### config.mk
export PLATFORM = sky130hd
export DESIGN_NAME = plft_ctrl
export DESIGN_NICKNAME = d
export VERILOG_FILES = /design/src/rtl/core/peer_learning_forward_table_defines.svh /design/src/rtl/core/plft_pkg.sv /design/src/rtl/core/plft_ctrl.sv
export SDC_FILE = /design/constraint.sdc
export NUM_CORES = 1
export LEC_CHECK = 0
export BUFFER_PORTS_ARGS = -buffer_cell sky130_fd_sc_hd__buf_2
export CAP_MARGIN = 10
export CORE_AREA = 2 2 39 41
export DETAILED_ROUTE_END_ITERATION = 7
export DIE_AREA = 0 0 41 43
export PLACE_DENSITY = 0.48
export SLEW_MARGIN = 20
export SYNTH_ARGS = -nofsm -noshare
export SYNTH_HDL_FRONTEND = slang
export SYNTH_SLANG_ARGS = --single-unit
export TNS_END_PERCENT = 20
### constraint.sdc
create_clock -name clk_i -period 1.1 [get_ports clk_i]
set_input_delay 0.22 -clock clk_i [delete_from_list [all_inputs] [get_ports clk_i]]
set_output_delay 0.22 -clock clk_i [all_outputs]
set_load 0.1 [all_outputs]
### src/rtl/core/peer_learning_forward_table_defines.svh
// ---------------------------------------------------------------------------
// Peer learning forward table: assertion macros
// Shared concurrent assertion forms, clocked on clk_i and quiet in reset.
// ---------------------------------------------------------------------------
`ifndef PEER_LEARNING_FORWARD_TABLE_DEFINES_SVH
`define PEER_LEARNING_FORWARD_TABLE_DEFINES_SVH

// Same-cycle implication
`define PLFT_ASSERT_NOW(lbl, ante, cons) \
  lbl: assert property (@(posedge clk_i) disable iff (!rst_ni) (ante) |-> (cons)) \
    else $error("plft: same-cycle check failed");

// Next-cycle implication
`define PLFT_ASSERT_NEXT(lbl, ante, cons) \
  lbl: assert property (@(posedge clk_i) disable iff (!rst_ni) (ante) |=> (cons)) \
    else $error("plft: next-cycle check failed");

`endif

### src/rtl/core/plft_pkg.sv
// ---------------------------------------------------------------------------
// Peer learning forward table package
// Sizes, word types, field codes and controller/datapath signal groups.
// ---------------------------------------------------------------------------
package plft_pkg;

  localparam int PEER_SLOTS  = 64;
  localparam int ROOM_BITS   = 64;
  localparam int MAX_RESULTS = 64;
  localparam int SLOT_W      = $clog2(PEER_SLOTS);
  localparam int SCAN_W      = $clog2(PEER_SLOTS + 1);
  localparam int CNT_W       = $clog2(MAX_RESULTS + 1);
  localparam int CFG_ADDR_W  = 3;

  localparam logic [30:0] TIMEOUT_RESET = 31'd30000;
  localparam logic [31:0] ADDR_ALL_ONES = 32'hFFFF_FFFF;
  localparam logic [CFG_ADDR_W-3:0] REG_TIMEOUT = '0;

  // Packet kinds
  localparam logic [1:0] KIND_DATA  = 2'd0;
  localparam logic [1:0] KIND_PING  = 2'd1;
  localparam logic [1:0] KIND_PONG  = 2'd2;
  localparam logic [1:0] KIND_OTHER = 2'd3;

  // Result actions
  localparam logic [1:0] ACT_DELIVER = 2'd0;
  localparam logic [1:0] ACT_PONG    = 2'd1;
  localparam logic [1:0] ACT_DROP    = 2'd2;
  localparam logic [1:0] ACT_IGNORED = 2'd3;

  typedef struct packed {
    logic [31:0] now_ms;
    logic [63:0] room_tag;
    logic [31:0] src_laddr;
    logic [31:0] dst_laddr;
    logic        broadcast_flag;
    logic [1:0]  packet_kind;
    logic [31:0] sender_addr;
    logic [15:0] sender_port;
  } in_item_t;

  typedef struct packed {
    logic [1:0]  action;
    logic [31:0] dest_addr;
    logic [15:0] dest_port;
    logic        last;
  } out_item_t;

  typedef struct packed {
    logic [ROOM_BITS-1:0] room;
    logic [31:0]          laddr;
    logic [31:0]          naddr;
    logic [15:0]          nport;
    logic [31:0]          seen_ms;
  } entry_t;

  typedef struct packed {
    logic load;
    logic scan_start;
    logic scan_run;
    logic learn_mode;
    logic learn_write;
    logic emit_single;
    logic emit_final;
  } cmd_t;

  typedef struct packed {
    logic scan_end;
    logic learn_hit;
    logic out_free;
    logic single;
  } sts_t;

endpackage

### src/rtl/core/plft_ctrl.sv
// ---------------------------------------------------------------------------
// Peer learning forward table controller
// Sequences load, learn scan, learn write, route decision, forward scan and
// the closing result of each header word.
// ---------------------------------------------------------------------------
module plft_ctrl (
  input  logic          clk_i,
  input  logic          rst_ni,
  input  logic          in_valid_i,
  output logic          in_ready_o,
  input  plft_pkg::sts_t sts_i,
  output plft_pkg::cmd_t cmd_o
);
  import plft_pkg::*;

  typedef enum logic [2:0] {
    S_IDLE, S_LEARN, S_LWRITE, S_ROUTE, S_FWD, S_FINAL, S_SINGLE
  } state_e;

  state_e state_q, state_d;

  // Decode commands and next state
  always_comb begin
    state_d = state_q;
    cmd_o   = '0;
    case (state_q)
      S_IDLE: begin
        if (in_valid_i) begin
          cmd_o.load       = 1'b1;
          cmd_o.scan_start = 1'b1;
          state_d          = S_LEARN;
        end
      end
      S_LEARN: begin
        cmd_o.scan_run   = 1'b1;
        cmd_o.learn_mode = 1'b1;
        if (sts_i.learn_hit) begin
          state_d = S_ROUTE;
        end else if (sts_i.scan_end) begin
          state_d = S_LWRITE;
        end
      end
      S_LWRITE: begin
        cmd_o.learn_write = 1'b1;
        state_d           = S_ROUTE;
      end
      S_ROUTE: begin
        if (sts_i.single) begin
          state_d = S_SINGLE;
        end else begin
          cmd_o.scan_start = 1'b1;
          state_d          = S_FWD;
        end
      end
      S_FWD: begin
        cmd_o.scan_run = 1'b1;
        if (sts_i.scan_end) begin
          state_d = S_FINAL;
        end
      end
      S_FINAL: begin
        if (sts_i.out_free) begin
          cmd_o.emit_final = 1'b1;
          state_d          = S_IDLE;
        end
      end
      S_SINGLE: begin
        if (sts_i.out_free) begin
          cmd_o.emit_single = 1'b1;
          state_d           = S_IDLE;
        end
      end
      default: state_d = S_IDLE;
    endcase
  end

  assign in_ready_o = (state_q == S_IDLE);

  // Hold state
  always_ff @(posedge clk_i or negedge rst_ni) begin
    if (!rst_ni) begin
      state_q <= S_IDLE;
    end else begin
      state_q <= state_d;
    end
  end

endmodule

# After elaboration in Yosys (flattened, before gate mapping)
# Cells that the tools add are included.
[op_classes] n_reduce_logical=4 muxes=17 eq_ne=10
[ops] op="3-bit case mux with 6 select lines" count=1
[ops] op="3-bit two-way mux" count=5
[ops] op="3-bit equality test (second input constant)" count=3
[ops] op="1-bit two-way mux" count=8
[ops] op="3-bit by 2-bit equality test with 1-bit output (second input constant)" count=2
[ops] op="2-bit two-way mux" count=2
[ops] op="2-bit != test (second input constant)" count=2
[ops] op="4-bit AND reduction" count=1
[ops] op="2-bit OR reduction" count=2
[ops] op="3-bit by 1-bit equality test with 1-bit output (second input constant)" count=1
[ops] op="3-bit zero test" count=1
[ops] op="3-bit != test (second input constant)" count=1
[ops] op="2-bit by 1-bit != test with 1-bit output (second input constant)" count=1
[ops] op="1-bit case mux with 2 select lines" count=1
[word_totals] elab_cells=32 output_inout_bits=8 regBits=3

# Longest topological paths before layout
# Gate-level depths: netlist of run 1.
[logic_depth] depth_word=4 mapped_depth=4 mapped_depth_nobuf=3

# Worst setup path after synthesis of run 1
# OpenSTA, ideal clock, no wires.
[synth_timing] path_type="register to output" startpoint="register state_q[1]" endpoint="output cmd_o[6] (netlist bit)" path_slack_ns=-1.764 arrival_time_ns=2.644 path_stages_with_launch=4 cell_sequence="dfrtp_1 buf_4 nor3_2 and2_1"
[synth_rtl] element="start: declaration" line_no="plft_ctrl.sv:20" text="state_e state_q, state_d;"
[synth_rtl] element="start signal: assignment" line_no="plft_ctrl.sv:84" text="state_q <= state_d;"
[synth_rtl] element="end: declaration" line_no="plft_ctrl.sv:12" text="output plft_pkg::cmd_t cmd_o"

==> results by group, run 1 <==
Status
  • Result of the run: finished with violations
  • Failing checks: setup timing

Setup path
  • Crit path max fanout: 5
  • Worst Reg2Reg Path Length in Cells: 6
  • Setup CP Type: reg2out
  • Capturing element type of the critical path: primary output
  • CP Launch Type: flop
  • Endpoint arrival time on the critical path: 1.27 ns
  • WP data required: 0.88 ns

Timing
  • Final critical path time including I/O delays and setup: ~1.5 ns
  • Setup repair after global routing missed its margin: true
  • Final period utilization: 135%
  • Fin. max-slew vios: 0
  • Hold Worst Slack: 0.309 ns
  • Worst slew margin: between 80% and 90%
  • Final clock skew: 0.00831 ns
  • Maximum operating frequency: 673 MHz
  • Final-report hold violation count: 0
  • Tightest Pin Transition: ~0.26 ns
  • Final setup margin: -0.386 ns
  • Final setup violation count: 11

Route
  • First-pass iteration count of the detailed router: 3
  • Detailed-route via count: 370
  • Detail-routed net length per standard cell: 12.0 um
  • Iteration-0 DRC count of the detailed router: 4
  • Residual DRC: 0
  • Total wire length after detailed routing: 983 um
  • Number of nets with antenna violations after routing: 0
  • Routed vias/inst: 4.51

Clocking
  • Clock transition at the registers of the reported paths: 0.04 ns
  • CTS tree: done
  • Total clock buffers created by CTS: 3
  • Clock tree root buffer cell: clkbuf_4
  • Worst skew pair latency: roughly 0.24 ns
  • Maximum level of the CTS H-tree: 1
  • CTS max path bufs: 2
  • Clock sinks: 3

Global routing
  • Overflow after GRT: 0
  • Global-route layer with the greatest usage: met2
  • Vias in the first global route: 383
  • Met2 Usage GRT: around a quarter
  • Largest net degree at the start of global routing: 9
  • Global-route wire length before repair: 1780 um
  • Met1 capacity usage during global routing: 16.6%
  • Met3 Track Usage GR: 4.71%
  • Initial antenna violation count: 0
  • GRT Total Usage: about 15%

Die
  • Starting Density: 19.6%
  • Die Area: approximately 1800 um^2
  • Total I/O pin count: 15
  • # rows: 14
  • Core Box Area: 1380 um^2
  • Horiz. Die Dim: 41 um
  • Die H: ~43 um

Logic synthesis
  • Largest area contributor in the netlist: dfrtp_1
  • Cell Area, Synth: 272 um^2
  • Average size of a mapped cell: 7.76 um^2
  • Synthesis-stage register bit count: 3
  • Number of enable-type register cells in the synthesized netlist: 0
  • Distinct cells, synth: 19
  • Number of instances in the synthesized netlist: 35
  • Synth Net Count: 42
  • Dominant register cell in the synthesized netlist: dfrtp_1
  • Proportion of synthesized chip area in sequential cells: 27.6%
  • Synthesis Warnings: 0
  • Fraction of post-synthesis cell area in the top cell type by area: 27.6%
  • Area contributors post-synth: dfrtp_1, nor2_1, buf_6
  • Post-synth ARST share: 100%
  • Most instantiated library cell after synthesis: nor2_1
  • Ranking of synthesized cells by instance count: nor2_1, dfrtp_1, o21ai_0

Worst hold path
  • Classification of the worst-slack hold path: in2async

Run
  • Number of max-cap violations: 0

Placed design
  • Count of port buffers added during placement: 14
  • Weighted congestion at the end of routability-driven global placement: 0.806
  • Cell count after placement: 70
  • Detailed Place HPWL: 580 um
  • Total placed instance area: 537 um^2

Final layout
  • Biggest registers after layout: state_q (3)
  • Top register by number of flip-flops: state_q
  • Final core utilization: roughly half
  • Proportion of layout cells with a drive suffix above 1: 75.8%
  • Final antenna diode count: 0
  • Growth of design area from synthesis to finish: 154%
  • Final cell area excluding filler cells: between 600 and 700 um^2
  • Non-filler instance count after layout: 82
  • Largest register FFs: 3
  • # nets final: between 70 and 80
layer usage:
| metal | part of all wire, % | vias up |
|---|---|---|
| met3 | 2.0 | 0 |
| li1 | - | 180 |
| met2 | 61 | 8 |
| met5 | 0 | - |
| met4 | 0 | 0 |
| met1 | 37 | 182 |
placed cells by master (no fill, tap or decap), types with 2 or more instances in the layout:
master    synthesis  routed
a21oi_2           0       2
buf_12            0       8
buf_2             0       6
buf_4             1      11
buf_6             2       4
clkbuf_4          0       3
dfrtp_2           0       3
nand2_1           2       2
nand2b_4          1       2
nand3_1           2       2
nor2_1            9       2
nor2_4            0       6
o21ai_1           0       2
final timing paths:
path	startpoint	to	slack, ns
max in group asynchronous	rst_ni	state_q[0]$_DFFE_PN0P_	0.66
max	state_q[1]$_DFFE_PN0P_	cmd_o[6]	-0.39
max reg2reg	state_q[1]$_DFFE_PN0P_	state_q[2]$_DFFE_PN0P_	-0.10
min in group clk_i	sts_i[3]	state_q[0]$_DFFE_PN0P_	0.31
min	rst_ni	state_q[1]$_DFFE_PN0P_	0.31
min reg2reg	state_q[2]$_DFFE_PN0P_	state_q[2]$_DFFE_PN0P_	0.72
critical path: stages, from the launching register on:
cell	delay, ns
dfrtp_2	0.44
buf_6	0.14
nor3_4	0.11
and2_4	0.17
buf_12	0.16
stage by stage:
stage | TNS (ns) | worst slack (ns)
2_1_floorplan | -5.38 | -0.938
3_3_place_gp | -1.60 | -0.233
3_5_place_dp | -1.52 | -0.219
4_1_cts | -2.77 | -0.377
5_1_grt | -3.43 | -0.452
6_report | -2.91 | -0.386
final cells by class:
| type | count | area, um^2 |
|---|---|---|
| Multi-Input combinational cell | 28 | 234 |
| Timing Repair Buffer | 30 | 328 |
| Sequential cell | 3 | 78.8 |
| Tap cell | 16 | 20.0 |
| Clock buffer | 4 | 26.3 |
| Inverter | 1 | 3.75 |
| Fill cell | 131 | 693 |
cell families (layout without fill, tap and decap cells):
family / count (synthesis) / count (layout) / synth area share [%]
compound gates: 8 / 8 / 19.8
xor+xnor: 1 / 1 / 3.23
buf+inv: 4 / 35 / 12.4
flops: 3 / 3 / 27.6
simple gates: 19 / 19 / 36.9
repair_timing:
action                                 4_1_cts  5_1_grt
pin swaps                                    6        0
gates resized for setup                     18        2
hold buffers                                 1        0
endpoints found under the hold margin        3        0
setup endpoints to repair                   11       11
buffers inserted                             7        0
Power of run 1 is not shown: default switching activity piles up to over one toggle a cycle in this logic, so the estimate is an artifact.
==> run 2, diff against run 1 <==
--- a/config.mk
+++ b/config.mk
@@ -8,6 +8,7 @@
 export BUFFER_PORTS_ARGS = -buffer_cell sky130_fd_sc_hd__buf_2
 export CAP_MARGIN = 10
 export CORE_AREA = 2 2 39 41
+export CTS_CLUSTER_SIZE = 14
 export DETAILED_ROUTE_END_ITERATION = 7
 export DIE_AREA = 0 0 41 43
 export PLACE_DENSITY = 0.48
==> constraint.sdc (replaced) <==
create_clock -name clk_i -period 1.1 [get_ports clk_i]
set_input_delay 0.22 -clock clk_i [delete_from_list [all_inputs] [get_ports clk_i]]
set_output_delay 0.22 -clock clk_i [all_outputs]
set_load 0.02 [all_outputs]
==> run 2 against run 1 <==
Against the previous run:
- the flow still finishes with violations (setup timing)
- critical path depth down 1
- worst hold slack worse by 0.0018 ns
- worst setup slack better by 0.088 ns
- clock-buffer cell count unchanged
- critical path type unchanged
- highest routed layer is now met4
==> results by group, run 2 (same netlist as run 1, synthesis figures left out) <==
Global routing
  • Overflow after GRT: 0 (unchanged)
  • Vias in the first global route: 321 (-16%)
  • Initial antenna violation count: 0 (unchanged)
  • Global-route wire length before repair: 1250 um (-30%)
  • Largest net degree at the start of global routing: 10 (+1)
  • GRT Total Usage: 10.9% (-4.5 points)

Clocking
  • Total clock buffers created by CTS: 3 (unchanged)
  • Clock transition at the registers of the reported paths: 0.04 ns (about the same)
  • Clock sinks: 3 (unchanged)
  • CTS tree: done
  • Clock tree root buffer cell: clkbuf_4
  • CTS max path bufs: 2 (unchanged)
  • Worst skew pair latency: 0.23 ns (about the same)
  • Maximum level of the CTS H-tree: 1 (unchanged)

Final layout
  • Final core utilization: 37.7% (-12 points)
  • Largest register FFs: 3 (unchanged)
  • Most common cell after layout, fill and taps aside: buf_4
  • Biggest registers after layout: state_q (3)
  • Commonest non-fill, non-tap cells in the layout: buf_4, buf_2, nor2_1
  • # nets final: 68 (-8.1%)
  • Non-filler instance count after layout: 76 (-7.3%)
  • Number of inserted filler cells in the final layout: 142 (+8.4%)
  • Top register by number of flip-flops: state_q
  • Growth of design area from synthesis to finish: 92.2%
  • Proportion of layout cells with a drive suffix above 1: 70.0% (-5.8 points)
  • Final antenna diode count: 0 (unchanged)

Setup path
  • WP data required: 0.88 ns (about the same)
  • Critical path startpoint: state_q[1]$_DFFE_PN0P_
  • Endpoint arrival time on the critical path: 1.18 ns (-0.09 ns)
  • Worst path bufs/invs: 1 (-1)
  • Crit path max fanout: 7 (+2)
  • Capturing element type of the critical path: primary output
  • Worst Reg2Reg Path Length in Cells: 4 (-2)
  • Levels on crit path: 3 (-1)
  • Worst-path cell chain: nor3_4 > and2_4 > buf_6
  • CP Launch Type: flop
  • Setup CP Type: reg2out
  • Longest individual stage delay on the worst path: 0.47 ns (+0.03 ns)
  • Max stage delay cell, worst path: dfrtp_2
  • Kind of cell with the highest combined delay on the critical path: flip-flops
  • Startpoint of the lowest-slack register-to-register path: state_q[0]$_DFFE_PN0P_

Timing
  • Final-report hold violation count: 0 (unchanged)
  • Setup repair after global routing missed its margin: true
  • Final clock skew: 0.000132 ns (-0.00818 ns)
  • Worst slew margin: 85.9% (+3.3 points)
  • Final setup margin: -0.298 ns (+0.0883 ns)
  • Maximum operating frequency: 715 MHz (+6.3%)
  • Tightest Pin Transition: 0.212 ns (-0.0473 ns)
  • Final period utilization: 127% (-8.0 points)
  • Fin. max-slew vios: 0 (unchanged)
  • Final setup violation count: 9 (-2)
  • Hold Worst Slack: 0.307 ns (-0.00177 ns)
  • Final critical path time including I/O delays and setup: 1.40 ns (-0.0883 ns)

Status
  • Result of the run: finished with violations
  • Failing checks: setup timing

Route
  • Detail-routed net length per standard cell: 10.1 um (-16%)
  • Total wire length after detailed routing: 765 um (-22%)
  • First-pass iteration count of the detailed router: 4 (+1)
  • Routed vias/inst: 4.39 (-2.6%)
  • Number of nets with antenna violations after routing: 0 (unchanged)
  • Residual DRC: 0 (unchanged)
  • Detailed-route via count: 334 (-9.7%)
  • Iteration-0 DRC count of the detailed router: 3 (-1)

Die
  • Core Box Area: 1380 um^2 (unchanged)
  • Total I/O pin count: 15 (unchanged)
  • Starting Density: 19.6% (unchanged)
  • Horiz. Die Dim: 41 um (unchanged)
  • # rows: 14 (unchanged)
  • Die H: 43 um (unchanged)
  • Die Area: 1760 um^2 (unchanged)

Placed design
  • Weighted congestion at the end of routability-driven global placement: 0.800 (-0.79%)
  • Detailed Place HPWL: 534 um (-7.9%)
  • Count of port buffers added during placement: 14 (unchanged)
  • Cell count after placement: 67 (-4.3%)

Worst hold path
  • Classification of the worst-slack hold path: in2async

Pwr
  • P_leak: 0.000235 uW
  • Peak ir drop on the vdd network: 1290 uV
  • Total power density per cell area: 3190 nW/um^2

Run
  • Number of max-cap violations: 0 (unchanged)
run 2: cell count changes in the layout (fill, tap and decap cells not counted):
| cell | previous run | this run |
|---|---|---|
| nand2_2 | 1 | 2 |
| nand2b_4 | 2 | 1 |
| o311ai_2 | 0 | 1 |
| buf_4 | 11 | 14 |
| buf_6 | 4 | 3 |
| o311ai_1 | 1 | 0 |
| nand2b_1 | 0 | 1 |
| nor2_1 | 2 | 5 |
| buf_12 | 8 | 0 |
| nor2_4 | 6 | 3 |
| nand2_1 | 2 | 1 |
run 2: stage by stage:
step           setup TNS [ns]  instance area, um^2  setup WS, ns  power, uW
2_1_floorplan          -0.402                  284        -0.155        897
3_3_place_gp           -0.708                  382        -0.143       1120
3_5_place_dp           -0.698                  382        -0.154       1110
4_1_cts                 -2.09                  477        -0.301       1530
5_1_grt                 -2.69                  522        -0.353       1790
6_report                -2.09                  522        -0.298       1660
run 2: timing repair:
| action | in CTS | in global routing |
|---|---|---|
| pin swaps | 5 | 4 |
| buffers inserted | 3 | 1 |
| setup endpoints to repair | 11 | 10 |
| hold buffers | 1 | 0 |
| gates resized for setup | 16 | 10 |
| endpoints found under the hold margin | 3 | 0 |
run 2: final cells by class:
class | count | area, um^2 | area share [%]
clock buffer | 4 | 26.3 | 5.04
timing repair buffer | 24 | 179 | 34.3
multi-input combinational | 28 | 214 | 41.0
sequential | 3 | 78.8 | 15.1
inverter | 1 | 3.75 | 0.719
tap | 16 | 20.0 | 3.84
run 2: path summary, 6_finish.rpt:
path                       slack [ns]                endpoint
max in group asynchronous        0.68  state_q[0]$_DFFE_PN0P_
setup / recovery                -0.30                cmd_o[6]
setup reg to reg                -0.04  state_q[0]$_DFFE_PN0P_
hold / removal                   0.31  state_q[1]$_DFFE_PN0P_
hold reg to reg                  0.73  state_q[2]$_DFFE_PN0P_
min in group clk_i               0.31  state_q[0]$_DFFE_PN0P_
run 2: metal layers:
layer	global-route usage (%)	part of all wire, %	vias to the layer above
li1	-	-	170
met1	14.6	41	154
met2	14.1	50	8
met3	3.14	5.9	2
met4	8.00	2.2	0
met5	0	0	-
run 2: report_power, final:
| group | leakage (uW) | internal (uW) | total (uW) | switching, uW |
|---|---|---|---|---|
| registers | 0.0000336 | 175 | 334 | 160 |
| clock network | 0.0000150 | 136 | 196 | 60.2 |
| logic | 0.000186 | 614 | 1130 | 518 |
| total | 0.000235 | 925 | 1660 | 738 |
(Power assumes the default switching activity.)
==> run 3, diff against run 2 <==
--- a/config.mk
+++ b/config.mk
@@ -7,11 +7,12 @@
 export LEC_CHECK = 0
 export BUFFER_PORTS_ARGS = -buffer_cell sky130_fd_sc_hd__buf_2
 export CAP_MARGIN = 10
-export CORE_AREA = 2 2 39 41
+export CELL_PAD_IN_SITES_DETAIL_PLACEMENT = 0
+export CELL_PAD_IN_SITES_GLOBAL_PLACEMENT = 2
+export CORE_UTILIZATION = 20
 export CTS_CLUSTER_SIZE = 14
 export DETAILED_ROUTE_END_ITERATION = 7
-export DIE_AREA = 0 0 41 43
-export PLACE_DENSITY = 0.48
+export PLACE_DENSITY = 0.76
 export SLEW_MARGIN = 20
 export SYNTH_ARGS = -nofsm -noshare
 export SYNTH_HDL_FRONTEND = slang
==> run 3 against run 2 <==
Against the previous run:
- global-route usage grew 3.6 points
- total power down 2.2%
- sequential cell count did not move
- first-iteration DRC count fell by 33%
- largest power group unchanged
- register-to-register slack hardly changed
- sequential share of layout area increased by 0.45 points
- routed wire length increased by 2.5%
- largest cell class is now buffers
- via count rose by 1.8%
- the run still ends with setup timing left
==> results by group, run 3 (same netlist as run 1, synthesis figures left out) <==
Setup path
  • Crit path max fanout: 7 (unchanged)
  • Setup CP Type: reg2out
  • Capturing element type of the critical path: primary output
  • CP Launch Type: flop
  • Endpoint arrival time on the critical path: 1.18 ns (about the same)
  • WP data required: 0.88 ns (about the same)
  • Worst Reg2Reg Path Length in Cells: 4 (unchanged)

Pwr
  • Cell-internal power: 934 uW (+1.0%)
  • Switching Fraction: 42.5% (-1.8 points)
  • Clock network fraction of total power: 12.4% (+0.6 points)
  • Logic gate share of total power: 67.9% (-0.2 points)
  • Peak ir drop on the vdd network: 1180 uV (-8.6%)
  • P_leak: 0.000242 uW (+3.1%)
  • Part of the power in registers: 19.7% (-0.4 points)
  • Net switching power: 692 uW (-6.3%)
  • Total power density per cell area: 3210 nW/um^2 (+0.70%)

Timing
  • Maximum operating frequency: 714 MHz (-0.21%)
  • Fin. max-slew vios: 0 (unchanged)
  • Worst slew margin: 83.1% (-2.7 points)
  • Final setup violation count: 11 (+2)
  • Tightest Pin Transition: 0.249 ns (+0.0370 ns)
  • Final-report hold violation count: 0 (unchanged)
  • Hold Worst Slack: 0.297 ns (-0.00976 ns)
  • Setup repair after global routing missed its margin: true
  • Final critical path time including I/O delays and setup: 1.40 ns (+0.00295 ns)
  • Final period utilization: 127% (+0.27 points)
  • Final setup margin: -0.301 ns (-0.00295 ns)
  • Final clock skew: 0.000773 ns (+0.000640 ns)

Route
  • Total wire length after detailed routing: 784 um (+2.5%)
  • First-pass iteration count of the detailed router: 2 (-2)
  • Routed vias/inst: 4.47 (+1.8%)
  • Detailed-route via count: 340 (+1.8%)
  • Detail-routed net length per standard cell: 10.3 um (+2.5%)
  • Iteration-0 DRC count of the detailed router: 2 (-1)
  • Residual DRC: 0 (unchanged)
  • Number of nets with antenna violations after routing: 0 (unchanged)

Placed design
  • Total placed instance area: 357 um^2 (-6.6%)
  • Cell count after placement: 62 (-7.5%)
  • Weighted congestion at the end of routability-driven global placement: 0.686 (-14%)
  • Detailed Place HPWL: 473 um (-12%)
  • Count of port buffers added during placement: 14 (unchanged)
  • Placement Setup Slack: -0.183 ns (-0.0294 ns)

Global routing
  • Global-route wire length before repair: 1400 um (+12%)
  • Largest net degree at the start of global routing: 8 (-2)
  • GRT Total Usage: 14.4% (+3.6 points)
  • Initial antenna violation count: 0 (unchanged)
  • Vias in the first global route: 330 (+2.8%)
  • Overflow after GRT: 0 (unchanged)

Clocking
  • Total clock buffers created by CTS: 3 (unchanged)
  • Clock transition at the registers of the reported paths: 0.04 ns (about the same)
  • Clock sinks: 3 (unchanged)
  • Clock tree root buffer cell: clkbuf_4
  • Worst skew pair latency: 0.23 ns (about the same)
  • CTS tree: done
  • Maximum level of the CTS H-tree: 1 (unchanged)
  • CTS max path bufs: 2 (unchanged)

Final layout
  • Number of inserted filler cells in the final layout: 133 (-6.3%)
  • Commonest non-fill, non-tap cells in the layout: buf_4, nor2_1, buf_2
  • Final antenna diode count: 0 (unchanged)
  • Top register by number of flip-flops: state_q
  • # nets final: 70 (+2.9%)
  • Growth of design area from synthesis to finish: 86.6%
  • Final cell area excluding filler cells: 507 um^2 (-2.9%)
  • Biggest registers after layout: state_q (3)
  • Proportion of layout cells with a drive suffix above 1: 64.5% (-5.5 points)
  • Non-filler instance count after layout: 76 (unchanged)
  • Most common cell after layout, fill and taps aside: buf_4
  • Largest register FFs: 3 (unchanged)
  • Final core utilization: 42.7% (+5.0 points)

Status
  • Failing checks: setup timing
  • Result of the run: finished with violations

Die
  • Die Area: 1510 um^2 (-14%)
  • Starting Density: 22.9% (+3.3 points)
  • Total I/O pin count: 15 (unchanged)
  • Die H: 38.8 um (-9.7%)
  • Core Box Area: 1190 um^2 (-14%)
  • Horiz. Die Dim: 38.8 um (-5.3%)
  • # rows: 12 (-2)

Run
  • Number of max-cap violations: 0 (unchanged)

Worst hold path
  • Classification of the worst-slack hold path: in2async
[run 3: layout make-up]
type / instances / area (um^2) / share of cell area [%]
repair buffers: 26 / 195 / 38.5
multi-input cells: 28 / 185 / 36.5
flip-flops and latches: 3 / 78.8 / 15.6
clock buffers: 4 / 26.3 / 5.19
well taps: 14 / 17.5 / 3.46
inverters: 1 / 3.75 / 0.741
[run 3: worst max-delay path: stages (launching register included)]
cell and delay (ns):
dfrtp_2 0.47, buf_6 0.14, xnor2_1 0.13, nor2_1 0.05
buf_4 0.15
[run 3: timing repair]
item | CTS | global route
hold endpoints to repair | 3 | 0
pin swaps | 6 | 0
setup buffers | 9 | 0
hold buffers | 1 | 0
cloned | 0 | 0
gates resized for setup | 20 | 2
endpoints found under the setup margin | 11 | 11
[run 3: power groups by stage]
stage	clock network [uW]	logic, uW	registers, uW
final	202	1100	320
after global routing	234	1210	330
after CTS	204	1100	313
after detailed placement	0	694	340
after global placement	0	701	340
after floorplan	0	704	193
[run 3: final timing paths]
kind                                        start                endpoint  slack (ns)
setup reg to reg           state_q[0]$_DFFE_PN0P_  state_q[0]$_DFFE_PN0P_       -0.05
setup / recovery           state_q[0]$_DFFE_PN0P_                cmd_o[4]       -0.30
hold / removal                             rst_ni  state_q[2]$_DFFE_PN0P_        0.30
hold reg to reg            state_q[0]$_DFFE_PN0P_  state_q[0]$_DFFE_PN0P_        0.65
max in group asynchronous                  rst_ni  state_q[0]$_DFFE_PN0P_        0.68
min in group clk_i                       sts_i[3]  state_q[0]$_DFFE_PN0P_        0.30
[run 3: per-layer routing]
| layer | share of wire, % | up-vias | global-route usage, % |
|---|---|---|---|
| li1 | - | 173 | - |
| met1 | 44 | 154 | 15.9 |
| met2 | 49 | 11 | 22.5 |
| met3 | 4.5 | 2 | 3.47 |
| met4 | 2.4 | 0 | 12.9 |
| met5 | 0 | - | 0 |
[run 3: per-stage QoR]
stage,total power [uW],TNS (ns)
global route,1770,-2.95
floorplan,897,-0.402
global placement,1040,-1.13
detailed placement,1030,-1.05
CTS,1610,-2.19
finish,1630,-2.24
